==> config.mk <==
export PLATFORM = sky130hd
export DESIGN_NAME = fct_ram
export DESIGN_NICKNAME = d
export VERILOG_FILES = /design/src/sv/flow_connection_table_unit_defines.svh /design/src/sv/fct_ram.sv
export SDC_FILE = /design/constraint.sdc
export NUM_CORES = 2
export LEC_CHECK = 0
export ABC_AREA = 1
export BUFFER_PORTS_ARGS = -buffer_cell sky130_fd_sc_hd__clkbuf_2
export CORE_MARGIN = 4
export CORE_UTILIZATION = 57
export CTS_BUF_LIST = sky130_fd_sc_hd__clkbuf_16
export DETAILED_ROUTE_END_ITERATION = 8
export PLACE_DENSITY = 0.76
export SLEW_MARGIN = 20
export SYNTH_ARGS = -nofsm -noshare
export SYNTH_HDL_FRONTEND = slang
export SYNTH_SLANG_ARGS = --single-unit
==> constraint.sdc <==
create_clock -name i_clk -period 2.05 [get_ports i_clk]
set_input_delay 0.615 -clock i_clk [delete_from_list [all_inputs] [get_ports i_clk]]
set_output_delay 0.615 -clock i_clk [all_outputs]
set_load 0.05 [all_outputs]
==> src/sv/flow_connection_table_unit_defines.svh <==
// assertion macros for the flow connection table
// included by the modules that carry concurrent checks; no other dependencies
`ifndef FLOW_CONNECTION_TABLE_UNIT_DEFINES_SVH
`define FLOW_CONNECTION_TABLE_UNIT_DEFINES_SVH
`ifndef ASSERT_OFF
`define FCT_ASSERT(name, clk, rst_n, prop) \
    name: assert property (@(posedge clk) disable iff (!rst_n) prop) \
        else $error("flow table check failed");
`define FCT_ASSERT_ALWAYS(name, clk, prop) \
    name: assert property (@(posedge clk) prop) \
        else $error("flow table check failed");
`else
`define FCT_ASSERT(name, clk, rst_n, prop)
`define FCT_ASSERT_ALWAYS(name, clk, prop)
`endif
`endif

==> src/sv/fct_ram.sv <==
// generic single-port-write, single-port-read ram with registered read
// no dependencies
module fct_ram #(
    parameter int WIDTH = 8,
    parameter int DEPTH = 256
) (
    input  logic                     i_clk,
    input  logic                     i_we,
    input  logic [$clog2(DEPTH)-1:0] i_waddr,
    input  logic [WIDTH-1:0]         i_wdata,
    input  logic [$clog2(DEPTH)-1:0] i_raddr,
    output logic [WIDTH-1:0]         o_rdata
);

    logic [WIDTH-1:0] r_mem [DEPTH];
    logic [WIDTH-1:0] r_rdata;

    always_ff @(posedge i_clk) begin
        if (i_we) begin
            r_mem[i_waddr] <= i_wdata;
        end
        r_rdata <= r_mem[i_raddr];
    end

    assign o_rdata = r_rdata;

endmodule

==> flow_metrics.env <==
export IMPL_yosys_warnings=0
export IMPL_wl_met2_um=107400
export IMPL_drive_gt1_share_pct=13.75
export IMPL_syn_area_per_cell_um2=11.91
export IMPL_fp_dieW_um=390.5
export IMPL_crit_chain="clkbuf_16"
export IMPL_start_kind="flip-flop"
export IMPL_rsz0062_at_grt="yes"
export IMPL_wl_met1_um=84360
export IMPL_antenna_found_initial=4
export IMPL_slew_headroom_pct=55.27
export IMPL_routed_top_layer="met5"
export IMPL_p_leak_nw=35.46
export IMPL_overflow=0
export IMPL_grt_max_degree=73
export IMPL_synthMuxAreaShare_pct=0
export IMPL_cts_buffer_depth=3
export IMPL_ys_top_cells_by_area="edfxtp_1 74%, nand3_1 12%, nand2_1 9.6%"
export IMPL_synthSimpleGateAreaFrac_pct=22.95
export IMPL_cp_arrival_ps=1430
export IMPL_synth_nets=7029
export IMPL_syn_area_um2=83400
export IMPL_hold_path_class="in -> reg"
export IMPL_netlist_area_leader_share_pct=73.74
export IMPL_grt_pass1_wl_um=344700
export IMPL_htree_levels=4
export IMPL_die_area_um2=152500
export IMPL_drtPass1Iterations=8
export IMPL_fin_skew_ps=65.93
export IMPL_crit_slowest_cell="dfxtp_4"
export IMPL_synth_xor_area_share_pct=0
export IMPL_core_area_um2=145600
export IMPL_wl_um=232500
export IMPL_io_pin_count=34
export IMPL_port_buffers=33
export IMPL_final_util_pct=67.03
export IMPL_num_rows=140
export IMPL_reg2reg_slack_ps=210
export IMPL_post_dp_hpwl_um=143900
export IMPL_worstSetupPathType="reg -> out"
export IMPL_wl_met3_um=29470
export IMPL_wl_per_cell_um=24.33
export IMPL_finalSetupViolations=0
export IMPL_dp_slack_ps=-944.7
export IMPL_period_share_pct=99.90
export IMPL_seq_area_frac_synth_pct=73.94
export IMPL_drtIter0Drc=8662
export IMPL_synth_top_family_by_area="simple AND/OR/NAND/NOR gates"
export IMPL_fmax_mhz=488.3
export IMPL_cts_root_buf="clkbuf_16"
export IMPL_hold_violations=0
export IMPL_synth_seq_cells=2056
export IMPL_nNetsFinal=7501
export IMPL_ys_types=14
export IMPL_cap_viol_max_count=0
export IMPL_cp_top_family="flip-flops"
export IMPL_synth_compound_area_share_pct=0
export IMPL_syn2layout_area_growth_pct=17.00
export IMPL_vias_per_cell=6.183
export IMPL_drc_errors=0
export IMPL_maxSlewViolCount=0
export IMPL_grt_usage_pct=30.04
export IMPL_synth_fa_ha_area_share_pct=0
export IMPL_vdd_ir_drop_max_uv=764.5
export IMPL_routabilityCongestion=0.9613
export IMPL_start_util_pct=57.29
export IMPL_status="finished, final reports clean"
export IMPL_tightest_slew_ps=670.1
export IMPL_crit_buf_inv=1
export IMPL_cts_sinks=2056
export IMPL_ant_nets=0
export IMPL_cellPowerDensity_nw_per_um2=895.5
export IMPL_critical_path_max_stage_delay_ps=420
export IMPL_period_needed_ps=2048
export IMPL_cts_buffers=195
export IMPL_cts_tree="done"
export IMPL_fp_dieH_um=390.5
export IMPL_syn_inst=7003
export IMPL_clock_latency_ps=840
export IMPL_synth_largest_area_cell="edfxtp_1"
export IMPL_finalWorstSetupSlack_ps=2.061
export IMPL_required_ps=1430
export IMPL_endpoint_kind="output pin"
export IMPL_fillers=9635
export IMPL_path_clk_slew_ps=60
export IMPL_worstPathMaxFanout=1
export IMPL_via_count=59069
export IMPL_grt_pass1_vias=56228
layer usage:
| metal | vias to the layer above | global-route usage [%] |
|---|---|---|
| met5 | - | 0 |
| met4 | 4 | 13.08 |
| met3 | 693 | 6.859 |
| met2 | 4207 | 46.75 |
| met1 | 28344 | 41.09 |
| li1 | 25821 | - |
layout make-up:
class,count,area (um^2),share of cell area [%]
Inverter,39,180.2,0.1847
Timing Repair Buffer,758,7954,8.152
Sequential cell,2056,61680,63.22
Tap cell,1917,2399,2.458
Antenna cell,3,7.507,0.007694
Multi-Input combinational cell,4425,19200,19.68
Clock buffer,199,4980,5.104
Clock inverter,157,1165,1.194
power by group:
part	internal [mW]	switching [mW]	leakage, nW
Sequential	46.3	0.0734	18.5
Combinational	1.99	4.33	13.8
Clock	19.2	15.4	3.16
Total	67.5	19.8	35.5
cells by family after synthesis:
family / count (synthesis)
buf+inv: 522
flops: 2056
simple gates: 4425
synth_stat cells:
master and count:
buf_4 46, inv_1 36, buf_8 1, edfxtp_1 2048, dfxtp_1 8, nand2_1 2123
nand3_1 2019, buf_2 268, nor2_1 283, inv_2 2, inv_4 1, clkbuf_1 112
buf_1 40, buf_6 16
worst paths after layout:
kind / depth (start not counted) / endpoint / startpoint
max: 1 / o_rdata[5] / o_rdata[5]$_DFF_P_
min: 1 / r_mem[102][7]$_DFFE_PP_ / i_wdata[7]
max reg2reg: 10 / o_rdata[3]$_DFF_P_ / r_mem[231][3]$_DFFE_PP_
min reg2reg: 10 / o_rdata[0]$_DFF_P_ / r_mem[138][0]$_DFFE_PP_
registers in the layout, indices dropped and copies added, names as in the netlist:
signal   count
o_rdata      8
r_mem     2048
cell usage in the layout, fill, tap and decap left out, types with 3 or more instances in the layout:
cell type   synthesis  final
nand2_1          2123   2123
inv_1              36     72
buf_12              0    153
bufinv_16           0     13
inv_6               0      4
clkbuf_2            0     12
buf_8               1     10
clkbuf_16           0    208
clkinv_1            0     51
clkinv_2            0     39
nor2_1            283    283
edfxtp_1         2048   2048
nand3_2             0     11
buf_4              46    562
clkinvlp_4          0      5
clkinv_16           0      4
buf_16              0      5
dfxtp_4             0      6
diode_2             0      3
buf_6              16      3
nand3_1          2019   2007
timing repair:
| action | 4_1_cts | 5_1_grt |
|---|---|---|
| buffers inserted | 0 | 0 |
| gates resized for setup | 40 | 18 |
| pin swaps | 0 | 0 |
| endpoints found under the setup margin | 11 | 10 |
| gates cloned | 1 | 3 |
| hold buffers | 0 | 0 |
metrics by stage:
stage,cell area [um^2],setup TNS [ps],hold slack (ps),power (mW),instances
2_1_floorplan,83400,-11730,713.9,50.19,7003
3_3_place_gp,91030,-8118,975.9,53.14,9191
3_5_place_dp,91030,-22880,987.7,53.27,9191
4_1_cts,97390,-76.08,117.2,87.38,9548
5_1_grt,97560,-69.79,143.0,89.73,9551
6_report,97570,0,157.7,87.37,9554
(Power assumes the default switching activity.)
