`config.mk`:
```
export PLATFORM = sky130hd
export DESIGN_NAME = fct_scan
export DESIGN_NICKNAME = d
export VERILOG_FILES = /design/src/sv/flow_connection_table_unit_defines.svh /design/src/sv/fct_pkg.sv /design/src/sv/fct_scan.sv
export SDC_FILE = /design/constraint.sdc
export NUM_CORES = 1
export LEC_CHECK = 0
export BUFFER_PORTS_ARGS = -buffer_cell sky130_fd_sc_hd__clkbuf_2
export CORE_AREA = 2 2 229 231
export DETAILED_ROUTE_END_ITERATION = 8
export DIE_AREA = 0 0 231 233
export PLACE_DENSITY = 0.47
export SLEW_MARGIN = 20
export SYNTH_ARGS = -nofsm -noshare
export SYNTH_HDL_FRONTEND = slang
export SYNTH_SLANG_ARGS = --single-unit
```
`constraint.sdc`:
```
create_clock -name i_clk -period 6.31 [get_ports i_clk]
set_input_delay 1.262 -clock i_clk [delete_from_list [all_inputs] [get_ports i_clk]]
set_output_delay 1.262 -clock i_clk [all_outputs]
set_load 0.02 [all_outputs]
```
`src/sv/flow_connection_table_unit_defines.svh`:
```
// assertion macros for the flow connection table
// included by the modules that carry concurrent checks; no other dependencies
`ifndef FLOW_CONNECTION_TABLE_UNIT_DEFINES_SVH
`define FLOW_CONNECTION_TABLE_UNIT_DEFINES_SVH
`ifndef ASSERT_OFF
`define FCT_ASSERT(name, clk, rst_n, prop) \
    name: assert property (@(posedge clk) disable iff (!rst_n) prop) \
        else $error("flow table check failed");
`define FCT_ASSERT_ALWAYS(name, clk, prop) \
    name: assert property (@(posedge clk) prop) \
        else $error("flow table check failed");
`else
`define FCT_ASSERT(name, clk, rst_n, prop)
`define FCT_ASSERT_ALWAYS(name, clk, prop)
`endif
`endif

```
`src/sv/fct_pkg.sv`:
```
// shared types and codes of the flow connection table
// no dependencies
package fct_pkg;

    localparam int DEF_TABLE_DEPTH = 256;
    localparam int IDX_W = 16;

    localparam logic [2:0] REQ_GET      = 3'd0;
    localparam logic [2:0] REQ_FIND     = 3'd1;
    localparam logic [2:0] REQ_UPDATE   = 3'd2;
    localparam logic [2:0] REQ_CLASSIFY = 3'd3;
    localparam logic [2:0] REQ_BLOCK    = 3'd4;
    localparam logic [2:0] REQ_CLOSE    = 3'd5;
    localparam logic [2:0] REQ_CLEANUP  = 3'd6;
    localparam logic [2:0] REQ_CLEAR    = 3'd7;

    localparam logic [2:0] ST_NEW = 3'd0;
    localparam logic [2:0] ST_EST = 3'd1;
    localparam logic [2:0] ST_CLS = 3'd2;
    localparam logic [2:0] ST_BLK = 3'd3;
    localparam logic [2:0] ST_CLO = 3'd4;

    localparam logic CFG_MAX_ENTRIES = 1'b0;
    localparam logic CFG_TIMEOUT     = 1'b1;

    localparam logic [8:0]  RST_MAX_ENTRIES = 9'd256;
    localparam logic [31:0] RST_TIMEOUT     = 32'd60000;

    typedef struct packed {
        logic [31:0] sip;
        logic [31:0] dip;
        logic [15:0] sport;
        logic [15:0] dport;
        logic [7:0]  proto;
    } t_key;

    typedef struct packed {
        t_key        key;
        logic [2:0]  status;
        logic [3:0]  cls;
        logic        drop;
        logic [31:0] seen_tick;
        logic [31:0] pkt_in;
        logic [31:0] pkt_out;
        logic [47:0] byte_in;
        logic [47:0] byte_out;
    } t_entry;

    // running results of one pass over the table
    typedef struct packed {
        logic             exact_hit;
        logic [IDX_W-1:0] exact_idx;
        logic             rev_hit;
        logic [IDX_W-1:0] rev_idx;
        logic             old_hit;
        logic [IDX_W-1:0] old_idx;
        logic [31:0]      old_age;
        logic             free_hit;
        logic [IDX_W-1:0] free_idx;
    } t_scan;

endpackage

```
`src/sv/fct_scan.sv`:
```
// search unit: follows the entries streamed out of the table ram and keeps
// first exact / reversed match, oldest live entry and lowest free slot; uses fct_pkg
module fct_scan import fct_pkg::*; (
    input  logic             i_clk,
    input  logic             i_rst_n,
    input  logic             i_start,
    input  logic             i_strobe,
    input  logic [IDX_W-1:0] i_idx,
    input  logic             i_vld,
    input  t_entry           i_ent,
    input  t_key             i_key,
    input  logic [31:0]      i_now,
    input  logic [31:0]      i_timeout,
    output t_scan            o_res,
    output logic             o_remove
);

    t_scan       r_res;
    t_scan       n_res;
    t_key        w_rev;
    logic [31:0] w_age;

    always_comb begin
        w_rev       = i_key;
        w_rev.sip   = i_key.dip;
        w_rev.dip   = i_key.sip;
        w_rev.sport = i_key.dport;
        w_rev.dport = i_key.sport;
        w_age       = i_now - i_ent.seen_tick;
    end

    always_comb begin
        n_res = r_res;
        if (i_start) begin
            n_res = '0;
        end else if (i_strobe) begin
            if (i_vld) begin
                if (!r_res.exact_hit && i_ent.key == i_key) begin
                    n_res.exact_hit = 1'b1;
                    n_res.exact_idx = i_idx;
                end
                if (!r_res.rev_hit && i_ent.key == w_rev) begin
                    n_res.rev_hit = 1'b1;
                    n_res.rev_idx = i_idx;
                end
                // strict compare keeps the lowest index on ties
                if (!r_res.old_hit || w_age > r_res.old_age) begin
                    n_res.old_hit = 1'b1;
                    n_res.old_idx = i_idx;
                    n_res.old_age = w_age;
                end
            end else if (!r_res.free_hit) begin
                n_res.free_hit = 1'b1;
                n_res.free_idx = i_idx;
            end
        end
    end

    always_ff @(posedge i_clk) begin
        if (!i_rst_n) begin
            r_res <= '0;
        end else begin
            r_res <= n_res;
        end
    end

    assign o_res    = r_res;
    assign o_remove = i_strobe && i_vld && (w_age >= i_timeout || i_ent.status == ST_CLO);

endmodule

```
==> reports/metrics.cfg <==
[final_layout]
largest_reg_flops=100
syn2layout_area_growth_pct=43.4
drive_gt1_share_pct=34.2
fin_nets=2203

[setup_path]
endpoint_kind=primary output
r2r_slack_ps=3310
reg2regPathDepth=12
path_class=primary input to primary output
crit_path_start_kind=primary input
cp_max_fo=4
cp-endpoint=o_remove
r2r-start=o_res[47]
startpoint=i_ent[161]
worstReg2RegEnd=o_res[48]
worstPathArrival_ps=4900
critical_path_required_ps=5050

[sta]
fmax_mhz=162
hold_violations=0
layout_min_cycle_time_ps=6160
finClkSkew_ps=13.5
maxSlewViolCount=0
whs_ps=461
finalCritPeriodShare_pct=97.6
slew-limit-headroom_pct=25.0
setup_viol=0
worstMarginPinSlew_ps=1120
fin_setup_tns_ps=0

[synthesis]
synth.largest_area_cell=dfxtp_1
synthCells=1151
synth.net_count=1740
synth.distinct_cells=61
synthTopCellsByArea=dfxtp_1, ha_1, xor2_1
yosysSeqAreaShare_pct=21.7
synth_top_area_share_pct=21.7
synth-main-ff-cell=dfxtp_1
synth_area_per_cell_um2=8.03
yosysWarnings=0
syn_area_um2=9240
ys_ff_latch=100
synth_edf_count=0
synth_async_sr_flop_share_pct=0

[die]
pin_count=594
fp.coreArea_um2=51100
rows=83
die_w_um=231
die_h_um=233
die-area_um2=53800
start_util_pct=18.1

[route]
drt_pass1_iterations=5
ant_nets=0
drc_errors=0
viasPerCell=4.41
wl_um=46500
routedWlPerCell_um=20.1
vias=10200
drtIter0Drc=576

[clocking]
hold_buffers=0
cts.htree.levels=3
cts.clk_slew.worst_paths_ps=80
cts_tree=done
cts_sinks=100
cts_buffer_depth=2
clockRootBuffer=clkbuf_16
clkLatencyLatePin_ps=380
cts_buffers=9

[power]
leakagePower_nw=6.34
ir_drop_v=0.000148
finalPower_mw=2.26
power_density_nw_per_um2=170

[global_route]
grt_busiest_layer=met2
grt_pass1_wl_um=65900
grt_overflow=0
gr-usage-met1_pct=21.9
grt_use_total_pct=16.8
use_met3_pct=7.89
grt_max_degree=76
use_met2_pct=24.5
grt_pass1_vias=10100
antenna_found_initial=26

[placement]
gp_congestion=0.927
port_buffers=428
dpl.hpwl_um=40900

[flow_run]
maxCapViolations=0

[min_path]
hold_depth=2
hold_path.class=flip-flop to flip-flop

[run_status]
status=finished clean

[area by class of cell]
class	instances	area, um2
multi-input cells	904	6980
diodes	14	35.0
fillers	5668	37800
inverters	113	424
clock inverters	7	93.8
well taps	680	851
flip-flops and latches	100	2000
clock buffers	9	225
repair buffers	486	2640
[worst min path at each step]
stage	slack (ps)	startpoint	end
finish	460	o_res[14]	o_res[14]
global route	480	o_res[5]	o_res[5]
CTS	460	o_res[14]	o_res[14]
detailed placement	450	o_res[14]	o_res[14]
global placement	440	o_res[12]	o_res[12]
floorplan	530	o_res[82]	o_res[82]
[routing by layer]
layer	vias to the layer above	wire [um]
li1	4958	-
met1	4732	20800
met2	422	18800
met3	63	5620
met4	26	1050
met5	-	185
[cell usage after synthesis, types with 3 or more instances]
cell type and number:
a211oi_1 4, a21o_1 22, a21oi_1 78, a221o_1 3
a22o_1 4, a31oi_1 15, a41oi_1 3, and3_1 5
and4_1 3, buf_2 6, clkbuf_1 23, dfxtp_1 100
ha_1 95, inv_1 113, mux2i_1 64, nand2_1 71
nand2b_1 3, nand3_1 24, nand3b_1 3, nand4_1 43
nor2_1 93, nor2b_1 6, nor3_1 13, nor4_1 37
o211ai_1 5, o21a_1 6, o21ai_0 31, o21bai_1 3
o31ai_1 4, or3_1 4, or4_1 5, xnor2_1 111
xor2_1 112
[cells by family (layout without fill, tap and decap cells)]
| group | count (synthesis) | in the layout | synth area share, % |
|---|---|---|---|
| other cells | 0 | 14 | 0 |
| buf+inv | 147 | 615 | 6.31 |
| compound gates | 200 | 200 | 13.7 |
| mux | 64 | 64 | 6.93 |
| fa+ha+maj | 96 | 96 | 13.1 |
| flops | 100 | 100 | 21.7 |
| xor+xnor | 223 | 223 | 21.1 |
| simple gates | 321 | 321 | 17.2 |
[worst max-delay path: stages]
cell and delay, ps:
clkbuf_2 90, inv_2 40, ha_1 270, nor2b_2 160
o31a_2 320, a41oi_2 180, buf_4 160, a21oi_2 70
a21oi_2 170, and3b_2 260, nor2_4 100, xnor2_2 120
ha_1 270, a21o_1 160, a21o_1 190, a21oi_2 120
o21ai_1 80, a21o_1 190, a221oi_2 250, buf_4 190
o22ai_2 70, clkbuf_8 160
[layout by cell type, fill, tap and decap left out, types with 43 or more instances in the layout]
cell type / count
nor2_1: 91
dfxtp_1: 100
inv_1: 111
mux2i_1: 64
nand4_1: 43
nand2_1: 71
clkbuf_2: 427
ha_1: 85
buf_4: 53
a21oi_1: 72
xor2_1: 111
xnor2_1: 105
[through the flow]
step	utilization (%)	setup slack [ps]	area, um2	instances
after floorplan	-	540	9240	1151
after global placement	24.4	-196	12500	2271
after detailed placement	24.4	-260	12500	2271
after CTS	25.2	0.00711	12900	2291
after global routing	25.9	-33.4	13200	2302
final	25.9	149	13300	2313
[power breakdown]
| part | total [mW] | internal [mW] | switching [mW] |
|---|---|---|---|
| registers | 0.653 | 0.643 | 0.0101 |
| clock network | 0.606 | 0.289 | 0.317 |
| logic | 1.00 | 0.449 | 0.551 |
| total | 2.26 | 1.38 | 0.878 |
[timing repair]
item / in CTS / in global routing
cloned: 0 / 0
gates resized for setup: 13 / 48
setup buffers: 4 / 8
setup endpoints to repair: 1 / 41
pin swaps: 9 / 33
Note: power is estimated with default switching activity, not from simulation.
